### src/hdl/bfh_pkg.sv
// Shared types and constants for the 2x2 box-filter downsampler.
package bfh_pkg;

  localparam int unsigned MAX_WIDTH    = 2048;
  localparam int unsigned MAX_CHANNELS = 4;
  localparam int unsigned MAX_HEIGHT   = 4096;
  localparam int unsigned LINE_DEPTH   = (MAX_WIDTH / 2) * MAX_CHANNELS;

  localparam int unsigned SAMPLE_W = 8;
  localparam int unsigned PAIR_W   = SAMPLE_W + 1;
  localparam int unsigned SUM_W    = SAMPLE_W + 2;
  localparam int unsigned CH_W     = 2;
  localparam int unsigned NCH_W    = 3;
  localparam int unsigned X_W      = 11;
  localparam int unsigned Y_W      = 12;
  localparam int unsigned WIDTH_W  = 12;
  localparam int unsigned HEIGHT_W = 13;
  localparam int unsigned IDX_W    = $clog2(LINE_DEPTH);

  localparam int unsigned CFG_ADDR_W = 2;
  localparam int unsigned CFG_DATA_W = HEIGHT_W;

  localparam logic [CFG_ADDR_W-1:0] REG_CHANNEL_COUNT = 2'd0;
  localparam logic [CFG_ADDR_W-1:0] REG_IMAGE_WIDTH   = 2'd1;
  localparam logic [CFG_ADDR_W-1:0] REG_IMAGE_HEIGHT  = 2'd2;

  localparam int unsigned Q_DEPTH = 4;
  localparam int unsigned Q_PTR_W = $clog2(Q_DEPTH);
  localparam int unsigned Q_CNT_W = Q_PTR_W + 1;

  localparam int unsigned OQ_DEPTH = 2;
  localparam int unsigned OQ_PTR_W = $clog2(OQ_DEPTH);
  localparam int unsigned OQ_CNT_W = OQ_PTR_W + 1;

  typedef enum logic [1:0] {
    OP_HOLD  = 2'd0,
    OP_STORE = 2'd1,
    OP_EMIT  = 2'd2
  } bfh_op_e;

  typedef struct packed {
    bfh_op_e              op;
    logic [CH_W-1:0]      chan;
    logic [IDX_W-1:0]     idx;
    logic [SAMPLE_W-1:0]  sample;
    logic                 last;
  } bfh_cmd_t;

  typedef struct packed {
    logic empty;
    logic full;
  } bfh_qstat_t;

endpackage

### src/hdl/bfh_front.sv
// Front end: config registers, raster counters and item classification.
module bfh_front
  import bfh_pkg::*;
(
  input  logic                  clk_i,
  input  logic                  rst_ni,
  input  logic                  cfg_we_i,
  input  logic [CFG_ADDR_W-1:0] cfg_addr_i,
  input  logic [CFG_DATA_W-1:0] cfg_wdata_i,
  input  logic                  push_i,
  input  logic [SAMPLE_W-1:0]   sample_i,
  input  bfh_qstat_t            qstat_i,
  output logic                  full_o,
  output logic                  cmd_push_o,
  output bfh_cmd_t              cmd_o
);

  logic [NCH_W-1:0]    chan_cnt_q;
  logic [WIDTH_W-1:0]  width_q;
  logic [HEIGHT_W-1:0] height_q;

  logic [CH_W-1:0] c_q, c_d;
  logic [X_W-1:0]  x_q, x_d;
  logic [Y_W-1:0]  y_q, y_d;

  logic [NCH_W-1:0]    nch;
  logic [WIDTH_W-1:0]  w, kept_w;
  logic [HEIGHT_W-1:0] h, kept_h;
  logic                accept;
  logic                in_frame;

  always_ff @(posedge clk_i or negedge rst_ni) begin
    if (!rst_ni) begin
      chan_cnt_q <= NCH_W'(MAX_CHANNELS);
      width_q    <= WIDTH_W'(MAX_WIDTH);
      height_q   <= HEIGHT_W'(2048);
    end else if (cfg_we_i) begin
      case (cfg_addr_i)
        REG_CHANNEL_COUNT: chan_cnt_q <= cfg_wdata_i[NCH_W-1:0];
        REG_IMAGE_WIDTH:   width_q    <= cfg_wdata_i[WIDTH_W-1:0];
        REG_IMAGE_HEIGHT:  height_q   <= cfg_wdata_i[HEIGHT_W-1:0];
        default: ;
      endcase
    end
  end

  // Out-of-range settings saturate: zero acts as one, too large acts as the maximum.
  always_comb begin
    if (chan_cnt_q == '0) nch = NCH_W'(1);
    else if (chan_cnt_q > NCH_W'(MAX_CHANNELS)) nch = NCH_W'(MAX_CHANNELS);
    else nch = chan_cnt_q;

    if (width_q == '0) w = WIDTH_W'(1);
    else if (width_q > WIDTH_W'(MAX_WIDTH)) w = WIDTH_W'(MAX_WIDTH);
    else w = width_q;

    if (height_q == '0) h = HEIGHT_W'(1);
    else if (height_q > HEIGHT_W'(MAX_HEIGHT)) h = HEIGHT_W'(MAX_HEIGHT);
    else h = height_q;

    kept_w = {w[WIDTH_W-1:1], 1'b0};
    kept_h = {h[HEIGHT_W-1:1], 1'b0};
  end

  assign full_o = qstat_i.full;
  assign accept = push_i && !qstat_i.full;

  assign in_frame = (NCH_W'(c_q) < nch) && (WIDTH_W'(x_q) < kept_w)
                    && (HEIGHT_W'(y_q) < kept_h);

  always_comb begin
    if (!x_q[0]) cmd_o.op = OP_HOLD;
    else if (!y_q[0]) cmd_o.op = OP_STORE;
    else cmd_o.op = OP_EMIT;
    cmd_o.chan   = c_q;
    cmd_o.idx    = IDX_W'(IDX_W'(x_q[X_W-1:1]) * IDX_W'(nch)) + IDX_W'(c_q);
    cmd_o.sample = sample_i;
    cmd_o.last   = (WIDTH_W'(x_q) == kept_w - WIDTH_W'(1))
                   && (HEIGHT_W'(y_q) == kept_h - HEIGHT_W'(1))
                   && (NCH_W'(c_q) == nch - NCH_W'(1));
  end

  // Items outside the kept area are consumed and dropped here.
  assign cmd_push_o = accept && in_frame;

  always_comb begin
    c_d = c_q;
    x_d = x_q;
    y_d = y_q;
    if (NCH_W'(c_q) + NCH_W'(1) >= nch) begin
      c_d = '0;
      if (WIDTH_W'(x_q) + WIDTH_W'(1) >= w) begin
        x_d = '0;
        if (HEIGHT_W'(y_q) + HEIGHT_W'(1) >= h) y_d = '0;
        else y_d = y_q + Y_W'(1);
      end else begin
        x_d = x_q + X_W'(1);
      end
    end else begin
      c_d = c_q + CH_W'(1);
    end
  end

  always_ff @(posedge clk_i or negedge rst_ni) begin
    if (!rst_ni) begin
      c_q <= '0;
      x_q <= '0;
      y_q <= '0;
    end else if (accept) begin
      c_q <= c_d;
      x_q <= x_d;
      y_q <= y_d;
    end
  end

endmodule

### config.mk
export PLATFORM = sky130hd
export DESIGN_NAME = bfh_front
export DESIGN_NICKNAME = d
export VERILOG_FILES = /design/src/hdl/bfh_pkg.sv /design/src/hdl/bfh_front.sv
export SDC_FILE = /design/constraint.sdc
export NUM_CORES = 1
export LEC_CHECK = 0
export ABC_CLOCK_PERIOD_IN_PS = 12040
export CAP_MARGIN = 20
export CORE_UTILIZATION = 50
export CTS_CLUSTER_SIZE = 30
export DETAILED_ROUTE_END_ITERATION = 16
export DONT_BUFFER_PORTS = 1
export GPL_ROUTABILITY_DRIVEN = 0
export PLACE_DENSITY = 0.64
export SLEW_MARGIN = 20
export SYNTH_ARGS = -nofsm -noshare
export SYNTH_HDL_FRONTEND = slang
export SYNTH_SLANG_ARGS = --single-unit
### constraint.sdc
create_clock -name clk_i -period 12.04 [get_ports clk_i]
set_input_delay 2.408 -clock clk_i [delete_from_list [all_inputs] [get_ports clk_i]]
set_output_delay 2.408 -clock clk_i [all_outputs]
set_load 0.01 [all_outputs]
After elaboration in Yosys (flattened, before gate mapping)
Cells that the tools add are included.

Bits of input ports: 29. Output and inout port bits: 27. Word-level logic and storage cells: 58. Flip-flop bits (word level): 53.

Reductions and logical operators: 16. Equality and inequality tests: 5. $lt $le $gt $ge: 9. $mul: 1. Add/sub/neg operators: 10. Muxes and demuxes: 11.

Operators with widths (number): 2-to-1 mux 12 bit (3); 2-to-1 mux 13 bit (2); adder 12 x 1 -> 13 bit (second input constant) (1); equality test 12 x 13 -> 1 bit (1); greater-or-equal comparator 13 bit (1); > comparator 13 bit (second input constant) (1); logical NOT 13 bit (1); less-than comparator 12 x 13 -> 1 bit (1); subtractor 13 x 1 -> 13 bit (second input constant) (1); adder 11 x 1 -> 12 bit (second input constant) (1); adder 12 x 1 -> 12 bit (second input constant) (1); adder 12 x 2 -> 12 bit (1); equality test 11 x 12 -> 1 bit (1); greater-or-equal comparator 12 bit (1); > comparator 12 bit (second input constant) (1); logical NOT 12 bit (1); less-than comparator 11 x 12 -> 1 bit (1); multiplier 10 x 3 -> 12 bit (1); subtractor 12 x 1 -> 12 bit (second input constant) (1); adder 11 x 1 -> 11 bit (second input constant) (1); 2-to-1 mux 11 bit (1); AND reduction 2 bit (4); logical AND 1 bit (6); 2-to-1 mux 2 bit (3); other kinds (14) (15).

Logic depth before layout (Yosys ltp)
Word-level depth: 7. Mapped depth: 15. Gate-level depth less buffers: 14.

Worst setup path before layout
No wires, ideal clock.

Path kind: register to output. Start point: register chan_cnt_q[2]. End point: output port cmd_o[20] in the netlist's numbering. Data required time: 9.632 ns. Slack: 5.943 ns. Data arrival time: 3.689 ns. Stages on the path, launching flop included: 14. Path buffers: 1. Cells stage by stage: dfstp_2 -> clkbuf_1 -> nand2_1 -> fa_1 -> inv_1 -> ha_1 -> fa_1 -> a21o_1 -> a21oi_1 -> o21ai_1 -> or4_1 -> a31o_1 -> a21oi_1 -> xnor2_1.

RTL lines: from (decl) (line bfh_front.sv:18) `logic [NCH_W-1:0] chan_cnt_q;`; from (signal assigned) (line bfh_front.sv:34) `chan_cnt_q <= NCH_W'(MAX_CHANNELS);`; from (signal assigned) (line bfh_front.sv:39) `REG_CHANNEL_COUNT: chan_cnt_q <= cfg_wdata_i[NCH_W-1:0];`; to (decl) (line bfh_front.sv:15) `output bfh_cmd_t cmd_o`.

==> results_dict.tcl <==
set metrics [dict create \
    grt_pass1_vias 4297 \
    cts_setup_buffers 0 \
    final_nets 736 \
    die_w_um 108.3 \
    slew-limit-headroom 0.4058 \
    grt_start_max_net_pins 54 \
    yosys_warnings 0 \
    core_area_um2 10940 \
    initial_core_util 0.5166 \
    port-buffer-count 0 \
    grt-ovfl-total 0 \
    cp.required_ns 9.63 \
    finalSetupViolCount 0 \
    antenna_found_initial 0 \
    routed_wirelength_um 12920 \
    rsz0062_at_grt "no" \
    dp_hpwl_um 10350 \
    timing.reg2reg.setup_slack_ns 8.16 \
    cts_resized 0 \
    setup-tns-final_ns 0 \
    synth-seq-cells 53 \
    numCtsBuffers 5 \
    io_pins 56 \
    clkTransAtPathRegs_ns 0.07 \
    dp_slack_ns 5.387 \
    clkSinkCount 53 \
    crit_path_end_kind "output port" \
    postSynthCellCount 656 \
    hold_viol 0 \
    dieArea_um2 11730 \
    synth.avg_cell_area_um2 8.612 \
    clock_path_buffers 2 \
    grtUsageTotal 0.2361 \
    crit_path_start "chan_cnt_q[2]" \
    layout-drive-gt1-share 0.08078 \
    crit_path_start_kind "flop" \
    syn_area_um2 5649 \
    synth_cell_type_count 66 \
    post-route-drc-count 0 \
    max_freq_mhz 143.3 \
    cts.htree.levels 2 \
    powerDensity_nw_per_um2 127.1 \
    num_vias 4576 \
    synthesis.nets 774 \
    tightest_slew_ns 0.8853 \
    regToRegEndpoint "y_q[4]" \
    power.ir.vdd_worst_uv 79.54 \
    cp_max_fo 14 \
    p_leak_nw 2.712 \
    grt_pass1_wl_um 21650 \
    cp-endpoint "cmd_o[20]" \
    vias_per_cell 6.029 \
    period_needed_ns 6.977 \
    routedWlPerCell_um 17.03 \
    syn_to_final_growth_pct 1.905 \
    r2r_cells 12 \
    async_reset_ff_frac 1.000 \
    cts_tree "built" \
    maxCapViolations 0 \
    rr_startpoint "x_q[2]" \
    crit_type "flop to output port" \
    hp-class "flop to flop" \
    nFillCells 1038 \
    ys_seq_area_frac 0.2354 \
    synth_flop_cell "dfrtp_1" \
    setup_slack_ns 5.063 \
    drt_pass1_iterations 4 \
    root_buffer "clkbuf_16" \
    postCtsHoldBufs 0 \
    synth_edf_count 0 \
    drtIter0Drc 348 \
    finalCritPeriodShare 0.5795 \
    diodes 0 \
    rows 38 \
    antenna_left 0 \
    fin_skew_ns 0.003324 \
    clk_latency_ns 0.31 \
    synth.largest_area_cell "dfrtp_1" \
    synth_common_cells "nand2_1, ha_1, dfrtp_1, inv_1, xnor2_1" \
    status "finished, final reports clean" \
    drv_slew 0 \
    synth_area_leaders "dfrtp_1, ha_1, nand2_1" \
    die_y_um 108.3 \
    arrival_ns 4.57 \
    synth_most_common_cell "nand2_1" \
    synth_top_area_frac 0.2215 \
]
## routing by layer
metal	vias to the layer above	routed length (um)	share of wire	global-route usage
met5	-	0	0	0
met4	0	264	0.020	0.07432
met3	18	684	0.053	0.03556
met2	105	5815	0.45	0.3726
met1	2197	6159	0.48	0.3314
li1	2256	-	-	-
## where the power goes
part	leakage (nW)	switching, mW	internal (mW)	total [mW]
Sequential	0.660	0.0641	0.206	0.270
Combinational	1.98	0.174	0.133	0.307
Clock	0.0767	0.0736	0.0803	0.154
Total	2.71	0.312	0.420	0.732
## worst min path at each step
| stage | start | to | slack (ns) | depth (start not counted) |
|---|---|---|---|---|
| 2_1_floorplan | width_q[0] | width_q[0] | 0.48 | 1 |
| 3_3_place_gp | width_q[0] | width_q[0] | 0.51 | 1 |
| 3_5_place_dp | width_q[0] | width_q[0] | 0.51 | 1 |
| 4_1_cts | width_q[0] | width_q[0] | 0.53 | 1 |
| 5_1_grt | width_q[0] | width_q[0] | 0.54 | 1 |
| 6_report | width_q[0] | width_q[0] | 0.53 | 1 |
## layout by cell type, fill, tap and decap left out, drive strengths merged, types with 4 or more instances in the layout
cell type,count
xnor2,34
and2,6
nand3,16
and3,10
o21bai,5
nor2,33
nor4,10
dfrtp,50
ha,80
o41ai,4
clkbuf,5
a21o,7
a31oi,6
nand2b,9
nor3,14
a22o,13
nor2b,9
inv,41
xor2,16
nand2,86
or3,5
o2111ai,4
mux2,28
fa,9
nand4,8
nand3b,5
o31ai,4
o21ai,31
a21oi,28
## through the flow
step	hold slack (ns)	cell area [um2]	std cells	utilization	total power [mW]
floorplan	0.4799	5649	656	-	0.5081
global placement	0.5131	5603	751	0.5124	0.5662
detailed placement	0.5073	5603	751	0.5124	0.5773
CTS	0.5279	5757	759	0.5264	0.7345
global route	0.5432	5757	759	0.5264	0.7923
finish	0.5268	5757	759	0.5264	0.7317
## cell families (layout without fill, tap and decap cells)
| group | after synthesis | after routing | share of synthesized area |
|---|---|---|---|
| AND/OR/NAND/NOR | 222 | 222 | 0.2000 |
| buffers and inverters | 83 | 46 | 0.06445 |
| adder cells (fa/ha/maj) | 89 | 89 | 0.2091 |
| AO/OA/AOI/OAI | 128 | 128 | 0.1524 |
| flip-flops | 53 | 53 | 0.2354 |
| XOR/XNOR | 50 | 50 | 0.07752 |
| multiplexers | 31 | 31 | 0.06113 |
## state kept, by name, summed over array words and instances, names as in the netlist
name	count
c_q	2
chan_cnt_q	3
height_q	13
width_q	12
x_q	11
y_q	12
## worst max-delay path, stage by stage (launching register included)
cell     delay [ns]
dfstp_2        0.46
a21oi_1        0.72
nand2_1        0.16
fa_1           0.51
inv_1          0.04
ha_1           0.34
fa_1           0.48
a21o_1         0.18
a21oi_1        0.22
o21ai_1        0.12
or4_1          0.45
a31o_1         0.23
a21oi_1        0.17
xnor2_1        0.19
## cell type report
class / count / area (um2) / area share
Clock inverter: 3 / 28.78 / 0.004999
Sequential cell: 53 / 1330 / 0.2310
Inverter: 38 / 142.6 / 0.02478
Multi-Input combinational cell: 520 / 3955 / 0.6870
Tap cell: 140 / 175.2 / 0.03043
Clock buffer: 5 / 125.1 / 0.02173
(Power assumes the default switching activity.)
