### config.mk
export PLATFORM = sky130hd
export DESIGN_NAME = bfh_queue
export DESIGN_NICKNAME = d
export VERILOG_FILES = /design/src/hdl/bfh_pkg.sv /design/src/hdl/bfh_queue.sv
export SDC_FILE = /design/constraint.sdc
export NUM_CORES = 1
export LEC_CHECK = 0
export BUFFER_PORTS_ARGS = -buffer_cell sky130_fd_sc_hd__buf_4
export CORE_AREA = 5 5 90 92
export CTS_CLUSTER_SIZE = 30
export DETAILED_ROUTE_END_ITERATION = 6
export DIE_AREA = 0 0 95 97
export PLACE_DENSITY = 0.83
export SETUP_SLACK_MARGIN = 0.3
export SYNTH_ARGS = -nofsm -noshare
export SYNTH_HDL_FRONTEND = slang
export SYNTH_SLANG_ARGS = --single-unit
### constraint.sdc
create_clock -name clk_i -period 3.87 [get_ports clk_i]
set_input_delay 0.774 -clock clk_i [delete_from_list [all_inputs] [get_ports clk_i]]
set_output_delay 0.774 -clock clk_i [all_outputs]
set_load 0.01 [all_outputs]
### src/hdl/bfh_pkg.sv
// Shared types and constants for the 2x2 box-filter downsampler.
package bfh_pkg;

  localparam int unsigned MAX_WIDTH    = 2048;
  localparam int unsigned MAX_CHANNELS = 4;
  localparam int unsigned MAX_HEIGHT   = 4096;
  localparam int unsigned LINE_DEPTH   = (MAX_WIDTH / 2) * MAX_CHANNELS;

  localparam int unsigned SAMPLE_W = 8;
  localparam int unsigned PAIR_W   = SAMPLE_W + 1;
  localparam int unsigned SUM_W    = SAMPLE_W + 2;
  localparam int unsigned CH_W     = 2;
  localparam int unsigned NCH_W    = 3;
  localparam int unsigned X_W      = 11;
  localparam int unsigned Y_W      = 12;
  localparam int unsigned WIDTH_W  = 12;
  localparam int unsigned HEIGHT_W = 13;
  localparam int unsigned IDX_W    = $clog2(LINE_DEPTH);

  localparam int unsigned CFG_ADDR_W = 2;
  localparam int unsigned CFG_DATA_W = HEIGHT_W;

  localparam logic [CFG_ADDR_W-1:0] REG_CHANNEL_COUNT = 2'd0;
  localparam logic [CFG_ADDR_W-1:0] REG_IMAGE_WIDTH   = 2'd1;
  localparam logic [CFG_ADDR_W-1:0] REG_IMAGE_HEIGHT  = 2'd2;

  localparam int unsigned Q_DEPTH = 4;
  localparam int unsigned Q_PTR_W = $clog2(Q_DEPTH);
  localparam int unsigned Q_CNT_W = Q_PTR_W + 1;

  localparam int unsigned OQ_DEPTH = 2;
  localparam int unsigned OQ_PTR_W = $clog2(OQ_DEPTH);
  localparam int unsigned OQ_CNT_W = OQ_PTR_W + 1;

  typedef enum logic [1:0] {
    OP_HOLD  = 2'd0,
    OP_STORE = 2'd1,
    OP_EMIT  = 2'd2
  } bfh_op_e;

  typedef struct packed {
    bfh_op_e              op;
    logic [CH_W-1:0]      chan;
    logic [IDX_W-1:0]     idx;
    logic [SAMPLE_W-1:0]  sample;
    logic                 last;
  } bfh_cmd_t;

  typedef struct packed {
    logic empty;
    logic full;
  } bfh_qstat_t;

endpackage

### src/hdl/bfh_queue.sv
// Short command queue between the front end and the back end.
module bfh_queue
  import bfh_pkg::*;
(
  input  logic       clk_i,
  input  logic       rst_ni,
  input  logic       push_i,
  input  bfh_cmd_t   cmd_i,
  input  logic       pop_i,
  output bfh_cmd_t   cmd_o,
  output bfh_qstat_t stat_o
);

  bfh_cmd_t             mem_q [Q_DEPTH];
  logic [Q_PTR_W-1:0]   wr_q, rd_q;
  logic [Q_CNT_W-1:0]   cnt_q, cnt_d;
  logic                 do_push, do_pop;

  assign stat_o.empty = (cnt_q == '0);
  assign stat_o.full  = (cnt_q == Q_CNT_W'(Q_DEPTH));
  assign do_push      = push_i && !stat_o.full;
  assign do_pop       = pop_i && !stat_o.empty;
  assign cmd_o        = mem_q[rd_q];

  always_comb begin
    cnt_d = cnt_q;
    if (do_push && !do_pop) cnt_d = cnt_q + Q_CNT_W'(1);
    else if (do_pop && !do_push) cnt_d = cnt_q - Q_CNT_W'(1);
  end

  always_ff @(posedge clk_i or negedge rst_ni) begin
    if (!rst_ni) begin
      wr_q  <= '0;
      rd_q  <= '0;
      cnt_q <= '0;
    end else begin
      cnt_q <= cnt_d;
      if (do_push) wr_q <= wr_q + Q_PTR_W'(1);
      if (do_pop) rd_q <= rd_q + Q_PTR_W'(1);
    end
  end

  always_ff @(posedge clk_i) begin
    if (do_push) mem_q[wr_q] <= cmd_i;
  end

endmodule

# Word level (Yosys, flattened, before mapping)
# Memories as Yosys holds them, arrays and structs flattened.
# Index checks and enable logic that the tools add are counted.
[op_classes]
n_reduce_logical = 10
muxes = 4
eq_ne = 1
add_sub_neg = 4
[ops]
columns = ["operator", "count"]
rows = [
  ["two-way mux 3 bit", 2],
  ["adder 2 x 1 -> 2 bit (second input constant)", 2],
  ["logical AND 1 bit", 4],
  ["zero test 1 bit", 4],
  ["adder 3 x 1 -> 3 bit (second input constant)", 1],
  ["== test 3 bit (second input constant)", 1],
  ["zero test 3 bit", 1],
  ["subtractor 3 x 1 -> 3 bit (second input constant)", 1],
  ["two-way mux 1 bit", 2],
  ["nonzero test 2 bit", 1],
]
[word_totals]
out_inout_bits = 27
register_bits = 7
mem_bits_rw = 100
n_memories = 1
word_cells = 23
inputBits = 29
[memory_table]
columns = ["memory", "depth", "word_bits", "read_ports", "rd_ports_with_merged_regs", "wr", "line", "rtl"]
rows = [
  ["mem_q", 4, 25, 1, 0, 1, "bfh_queue.sv:14", "bfh_cmd_t mem_q [Q_DEPTH];"],
]

# Depth between registers and ports, before layout
# Gate-level depths: netlist of the first run.
[logic_depth]
word_depth = 7
ltp_mapped = 9
mapped_depth_nobuf = 8

# Worst setup path after synthesis of the first run
# Ideal clock, no wire load.
[synth_timing]
kind = "input to register"
from = "input push_i"
to = "register cnt_q[2]"
setup_time_ps = 79
stages = 8
setup_slack_ps = 1771
arrival_time_ps = 2020
path_buffers = 1
path_cell_list = "nor2b_1 > buf_6 > ha_1 > inv_1 > fa_1 > xor2_1 > nor2_1 > xor2_1"
[synth_between]
elab_chain_len = 4
[synth_lines]
columns = ["item", "line", "rtl"]
rows = [
  ["start, declared", "bfh_queue.sv:7", "input logic push_i,"],
  ["logical AND 1 bit *", "bfh_queue.sv:21", "assign do_push = push_i && !stat_o.full;"],
  ["via do_push", "bfh_queue.sv:17", "logic do_push, do_pop;"],
  ["zero test 1 bit", "bfh_queue.sv:28", "else if (do_pop && !do_push) cnt_d = cnt_q - Q_CNT_W'(1);"],
  ["logical AND 1 bit", "bfh_queue.sv:28", ""],
  ["nonzero test 2 bit (no source line)", "-", ""],
  ["end signal, assigned", "bfh_queue.sv:37", "cnt_q <= cnt_d;"],
  ["end, declared", "bfh_queue.sv:16", "logic [Q_CNT_W-1:0] cnt_q, cnt_d;"],
]
# Mark *: on every way through the listed nets, which the timed path passes. The rest lies on a longest branch.
# A chain may end at the register's enable or synchronous reset.

==> impl_metrics.env, run 1 <==
export IMPL_rr_worst_depth=8
export IMPL_gp_congestion=0.717
export IMPL_nets=266
export IMPL_synth_seq_cells=107
export IMPL_route_detailed_drc=0
export IMPL_hp_class="input pin to asynchronous set/reset pin"
export IMPL_grtUsageTotal=0.151
export IMPL_synth_edf_count=100
export IMPL_min_period_over_period=0.740
export IMPL_drv_cap=0
export IMPL_critPathArrivalTime_ps=2090
export IMPL_dp_hpwl_mm=4.37
export IMPL_area_growth_pct=16.5
export IMPL_cts_buffers=9
export IMPL_period_needed_ps=2860
export IMPL_grt_overflow=0
export IMPL_synthArstFlopShare=0.0654
export IMPL_core_sq_um=7140
export IMPL_htreeDepth=3
export IMPL_slew_limit_headroom=0.448
export IMPL_crit_type="flip-flop to primary output"
export IMPL_yosysTopAreaCellShare=0.735
export IMPL_start_util=0.572
export IMPL_die_x_um=95
export IMPL_cellPowerDensity_nw_per_um2=708
export IMPL_viasPerCell=5.34
export IMPL_drtAntennaViolNets=0
export IMPL_multi_input_area_sq_um=813
export IMPL_fmax_ghz=0.349
export IMPL_p_leak_nw=1.68
export IMPL_postCtsSetupRepairBufs=0
export IMPL_dieArea_sq_um=9220
export IMPL_syn_area_per_cell_sq_um=24.5
export IMPL_antenna_found_initial=0
export IMPL_clock_skew_ps=8.37
export IMPL_root_buffer="clkbuf_8"
export IMPL_clock_latency_ps=350
export IMPL_cts_buffer_depth=2
export IMPL_drtPass1Iterations=4
export IMPL_rows=31
export IMPL_grt_pass1_wl_mm=10.2
export IMPL_rsz0062_at_grt="no"
export IMPL_portBuffers=55
export IMPL_cts_tree="yes"
export IMPL_synth_most_common_cell="edfxtp_1"
export IMPL_synth_top_cells_by_count="edfxtp_1 (100), mux4_2 (18), dfrtp_1 (7), mux4_1 (7), ha_1 (5)"
export IMPL_maxSlewViolCount=0
export IMPL_synth_nets=202
export IMPL_pin_count=56
export IMPL_seq_area_sq_um=3180
export IMPL_totalWireLength_mm=6.46
export IMPL_cp_required_ps=3100
export IMPL_clk_pin_slew_ps=100
export IMPL_power_total_mw=3.37
export IMPL_n_fill_cell=478
export IMPL_synth_cell_types=21
export IMPL_synthTopCellsByArea="edfxtp_1 (74%), mux4_2 (9.9%), mux4_1 (4.5%)"
export IMPL_hold_buffers=0
export IMPL_hold_viol=0
export IMPL_drt_iter0_drc=37
export IMPL_syn_area_sq_um=4080
export IMPL_start_kind="flip-flop"
export IMPL_die_h_um=97
export IMPL_antennaDiodeCount=0
export IMPL_cts_repair_resized=0
export IMPL_syn_instance_count=167
export IMPL_endpoint_kind="primary output"
export IMPL_seq_area_frac_synth=0.778
export IMPL_synth_warnings=0
export IMPL_drive_above_1_share=0.411
export IMPL_whs_ps=212
export IMPL_setup_violations_final=0
export IMPL_cp_max_fo=27
export IMPL_grt_start_max_net_pins=28
export IMPL_cts_sinks=107
export IMPL_outcome="complete, no violations"
export IMPL_peakVddDrop_mv=0.400
export IMPL_synthFlopType="edfxtp_1"
export IMPL_wire_per_inst_um=19.3
export IMPL_worstMarginPinSlew_ps=827
export IMPL_synth_top_cell_by_area="edfxtp_1"
export IMPL_grt_pass1_vias=1918
export IMPL_detailroute_via_count=1789
export IMPL_tns_ps=0
[final cells by class]
class                           count  share of cell area
Clock buffer                        9              0.0260
Clock inverter                      7              0.0108
Inverter                            4             0.00316
Multi-Input combinational cell     49               0.171
Sequential cell                   107               0.668
Tap cell                           99              0.0260
Timing Repair Buffer               60              0.0947
[layout by cell type, fill, tap and decap left out, types with 2 or more instances in the layout]
master and n:
and2_1 4, dfrtp_1 6, xnor2_1 4, clkinvlp_4 3, ha_1 5, xor2_1 2, inv_1 4, edfxtp_1 100
mux4_1 7, clkbuf_8 9, buf_4 60, mux4_2 18
[state kept, by name (all words and copies together), names as in the netlist]
name	count
mem_q	100
cnt_q	3
rd_q	2
wr_q	2
[per-layer routing]
layer	share of wire	vias up	wire length (um)	global-route usage
met5	0	-	0	0
met4	0.018	0	119	0.0633
met3	0.044	10	285	0.0326
met2	0.51	42	3290	0.248
met1	0.43	919	2770	0.195
li1	-	818	-	-
[through the flow]
step                setup WS, ps  cells  instance area, sq um  utilization
floorplan                   1770    167                  4080            -
global placement            1320    319                  4580        0.642
detailed placement          1320    319                  4580        0.642
CTS                          930    335                  4760        0.667
global route                 845    335                  4760        0.667
finish                      1010    335                  4760        0.667
[kinds of logic (layout without fill, tap and decap cells)]
kind of cell | count (synthesis) | in the layout | synth area share
adders and majority gates | 6 | 6 | 0.0202
muxes | 27 | 27 | 0.151
DFF | 107 | 107 | 0.778
xor gates and xnor gates | 6 | 6 | 0.0129
buffers and inverters | 11 | 80 | 0.0227
and+or+nand+nor | 10 | 10 | 0.0153
[path summary, 6_finish.rpt]
check	slack, ps	end	from
max in group asynchronous	3520	rd_q[0]	rst_ni
min reg2reg	490	cnt_q[2]	cnt_q[2]
min	210	cnt_q[1]	rst_ni
max reg2reg	1680	cnt_q[2]	cnt_q[0]
max	1010	cmd_o[20]	rd_q[0]
min in group clk_i	490	cnt_q[2]	cnt_q[2]
[critical path, stage by stage, from the launching register on]
cell     delay (ps)
dfrtp_2         920
mux4_1          660
buf_4           160
[power by group]
part / internal (mW) / leakage, nW / switching, mW
Sequential: 1.54 / 0.997 / 0.186
Combinational: 0.601 / 0.603 / 0.448
Clock: 0.237 / 0.0812 / 0.357
Note: power is estimated with default switching activity, not from simulation.
==> run 2: changes to the inputs <==
--- a/config.mk
+++ b/config.mk
@@ -6,11 +6,11 @@
 export NUM_CORES = 1
 export LEC_CHECK = 0
 export BUFFER_PORTS_ARGS = -buffer_cell sky130_fd_sc_hd__buf_4
-export CORE_AREA = 5 5 90 92
+export CORE_AREA = 5 5 92 94
 export CTS_CLUSTER_SIZE = 30
 export DETAILED_ROUTE_END_ITERATION = 6
-export DIE_AREA = 0 0 95 97
-export PLACE_DENSITY = 0.83
+export DIE_AREA = 0 0 97 99
+export PLACE_DENSITY = 0.8
 export SETUP_SLACK_MARGIN = 0.3
 export SYNTH_ARGS = -nofsm -noshare
 export SYNTH_HDL_FRONTEND = slang
==> constraint.sdc (replaced) <==
create_clock -name clk_i -period 2.92 [get_ports clk_i]
set_input_delay 0.584 -clock clk_i [delete_from_list [all_inputs] [get_ports clk_i]]
set_output_delay 0.584 -clock clk_i [all_outputs]
set_load 0.01 [all_outputs]
==> impl_metrics.env, run 2 (same netlist as run 1, synthesis figures left out) <==
export IMPL_endpoint_kind="primary output"
export IMPL_crit_chain="buf_12 -> mux4_2 -> buf_4"
export IMPL_cts_buffers=9
export IMPL_antenna_found_initial=0
export IMPL_root_buffer="clkbuf_8"
export IMPL_internal_power_mw=3.27
export IMPL_p_leak_nw=1.71
export IMPL_switching_power_mw=1.34
export IMPL_rsz0062_at_grt="no"
export IMPL_slew_limit_headroom=0.587
export IMPL_min_period_over_period=0.819
export IMPL_peakVddDrop_mv=0.547
export IMPL_htreeDepth=3
export IMPL_tns_ps=0
export IMPL_cts_sinks=107
export IMPL_drt_iter0_drc=94
export IMPL_dpl_cell_area_sq_um=4620
export IMPL_cp_required_ps=2340
export IMPL_outcome="complete, no violations"
export IMPL_dpl_worst_slack_ps=572
export IMPL_cts_buffer_depth=2
export IMPL_grt_pass1_vias=2050
export IMPL_postCtsSetupRepairBufs=0
export IMPL_drv_cap=0
export IMPL_mostFrequentLayoutCell="edfxtp_1"
export IMPL_gp_congestion=0.707
export IMPL_setup_violations_final=0
export IMPL_maxSlewViolCount=0
export IMPL_antennaDiodeCount=0
export IMPL_crit_buf_inv=2
export IMPL_crit_type="flip-flop to primary output"
export IMPL_final_cell_mix="edfxtp_1 (100), buf_4 (62), mux4_2 (18)"
export IMPL_cp_max_fo=15
export IMPL_clock_skew_ps=12.0
export IMPL_drive_above_1_share=0.416
export IMPL_power_total_mw=4.62
export IMPL_start_kind="flip-flop"
export IMPL_hp_class="input pin to asynchronous set/reset pin"
export IMPL_drtPass1Iterations=4
export IMPL_nets=269
export IMPL_switching_share=0.290
export IMPL_hold_buffers=0
export IMPL_whs_ps=27.8
export IMPL_power_share_combinational=0.340
export IMPL_pin_count=56
export IMPL_area_growth_pct=17.8
export IMPL_fmax_ghz=0.418
export IMPL_critPathTopFamily="flip-flops"
export IMPL_dieArea_sq_um=9600
export IMPL_grtUsageTotal=0.151
export IMPL_dp_hpwl_mm=4.25
export IMPL_die_h_um=99
export IMPL_detailroute_via_count=1865
export IMPL_period_needed_ps=2390
export IMPL_seqPwrFrac=0.471
export IMPL_die_x_um=97
export IMPL_cts_tree="yes"
export IMPL_regMostFlops="mem_q"
export IMPL_critPathArrivalTime_ps=1810
export IMPL_grt_pass1_wl_mm=11.0
export IMPL_design_area_sq_um=4810
export IMPL_start_util=0.540
export IMPL_cts_repair_resized=0
export IMPL_portBuffers=55
export IMPL_grt_start_max_net_pins=26
export IMPL_n_fill_cell=522
export IMPL_p_clk_frac=0.189
export IMPL_largest_register_ffs=100
export IMPL_largestRegisters="mem_q: 100 flops, cnt_q: 3 flops"
export IMPL_grt_overflow=0
export IMPL_crit_slowest_cell="dfrtp_1"
export IMPL_viasPerCell=5.49
export IMPL_route_detailed_drc=0
export IMPL_wire_per_inst_um=19.6
export IMPL_cellPowerDensity_nw_per_um2=959
export IMPL_clk_pin_slew_ps=90
export IMPL_setup_ws_ps=528
export IMPL_core_sq_um=7570
export IMPL_totalWireLength_mm=6.68
export IMPL_rows=32
export IMPL_drtAntennaViolNets=0
export IMPL_hold_viol=0
export IMPL_worstMarginPinSlew_ps=620
export IMPL_clock_latency_ps=350
export IMPL_cpPeakStageDelay_ps=750
==> run 2: changes by cell type in the layout (fill, tap and decap cells not counted), sizes merged <==
cell and change:
inv -1, buf +3, clkbuf +1, clkinvlp -2
bufinv +1
==> run 2: layout make-up <==
type	count	area (sq um)	share of cell area
Clock inverter	5	63.8	0.0133
Multi-Input combinational cell	49	813	0.169
Tap cell	102	128	0.0265
Inverter	4	15.0	0.00312
Sequential cell	107	3180	0.661
Clock buffer	10	128	0.0265
Timing Repair Buffer	63	485	0.101
==> run 2: routing by layer <==
metal | GRT usage | vias to the layer above | routed length [um]
li1 | - | 821 | -
met1 | 0.200 | 986 | 2770
met2 | 0.244 | 50 | 3510
met3 | 0.0318 | 8 | 303
met4 | 0.0648 | 0 | 93
met5 | 0 | - | 0
==> run 2: path summary, 6_finish.rpt <==
check	end	slack, ps	start	cells after the start
worst max-delay path	cmd_o[12]	530	rd_q[1]	3
worst min-delay path	cnt_q[0]	30	rst_ni	1
worst max register to register	cnt_q[2]	670	cnt_q[2]	8
worst min register to register	cnt_q[2]	490	cnt_q[2]	1
max in group asynchronous	rd_q[0]	2750	rst_ni	1
min in group clk_i	mem_q[3][10]	420	cmd_i[10]	1
==> run 2: power groups by stage <==
stage	clock (mW)	sequential, mW	combinational (mW)
after global placement	0	2.19	1.58
after floorplan	0	2.14	1.05
final	0.872	2.17	1.57
after CTS	0.896	2.18	1.61
after detailed placement	0	2.21	1.60
after global routing	0.960	2.21	1.70
==> run 2: metrics by stage <==
stage,cells,util
final,340,0.636
after global routing,340,0.636
after CTS,340,0.636
after detailed placement,325,0.611
after global placement,325,0.611
after floorplan,167,-
==> run 2: worst reg2reg max path, cell delays in order (launching register included) <==
cell and delay [ps]:
dfrtp_1 410, nor3b_2 170, nor2b_1 430, ha_1 280
inv_1 60, fa_1 380, xor2_1 180, nor2_1 120
xor2_1 160
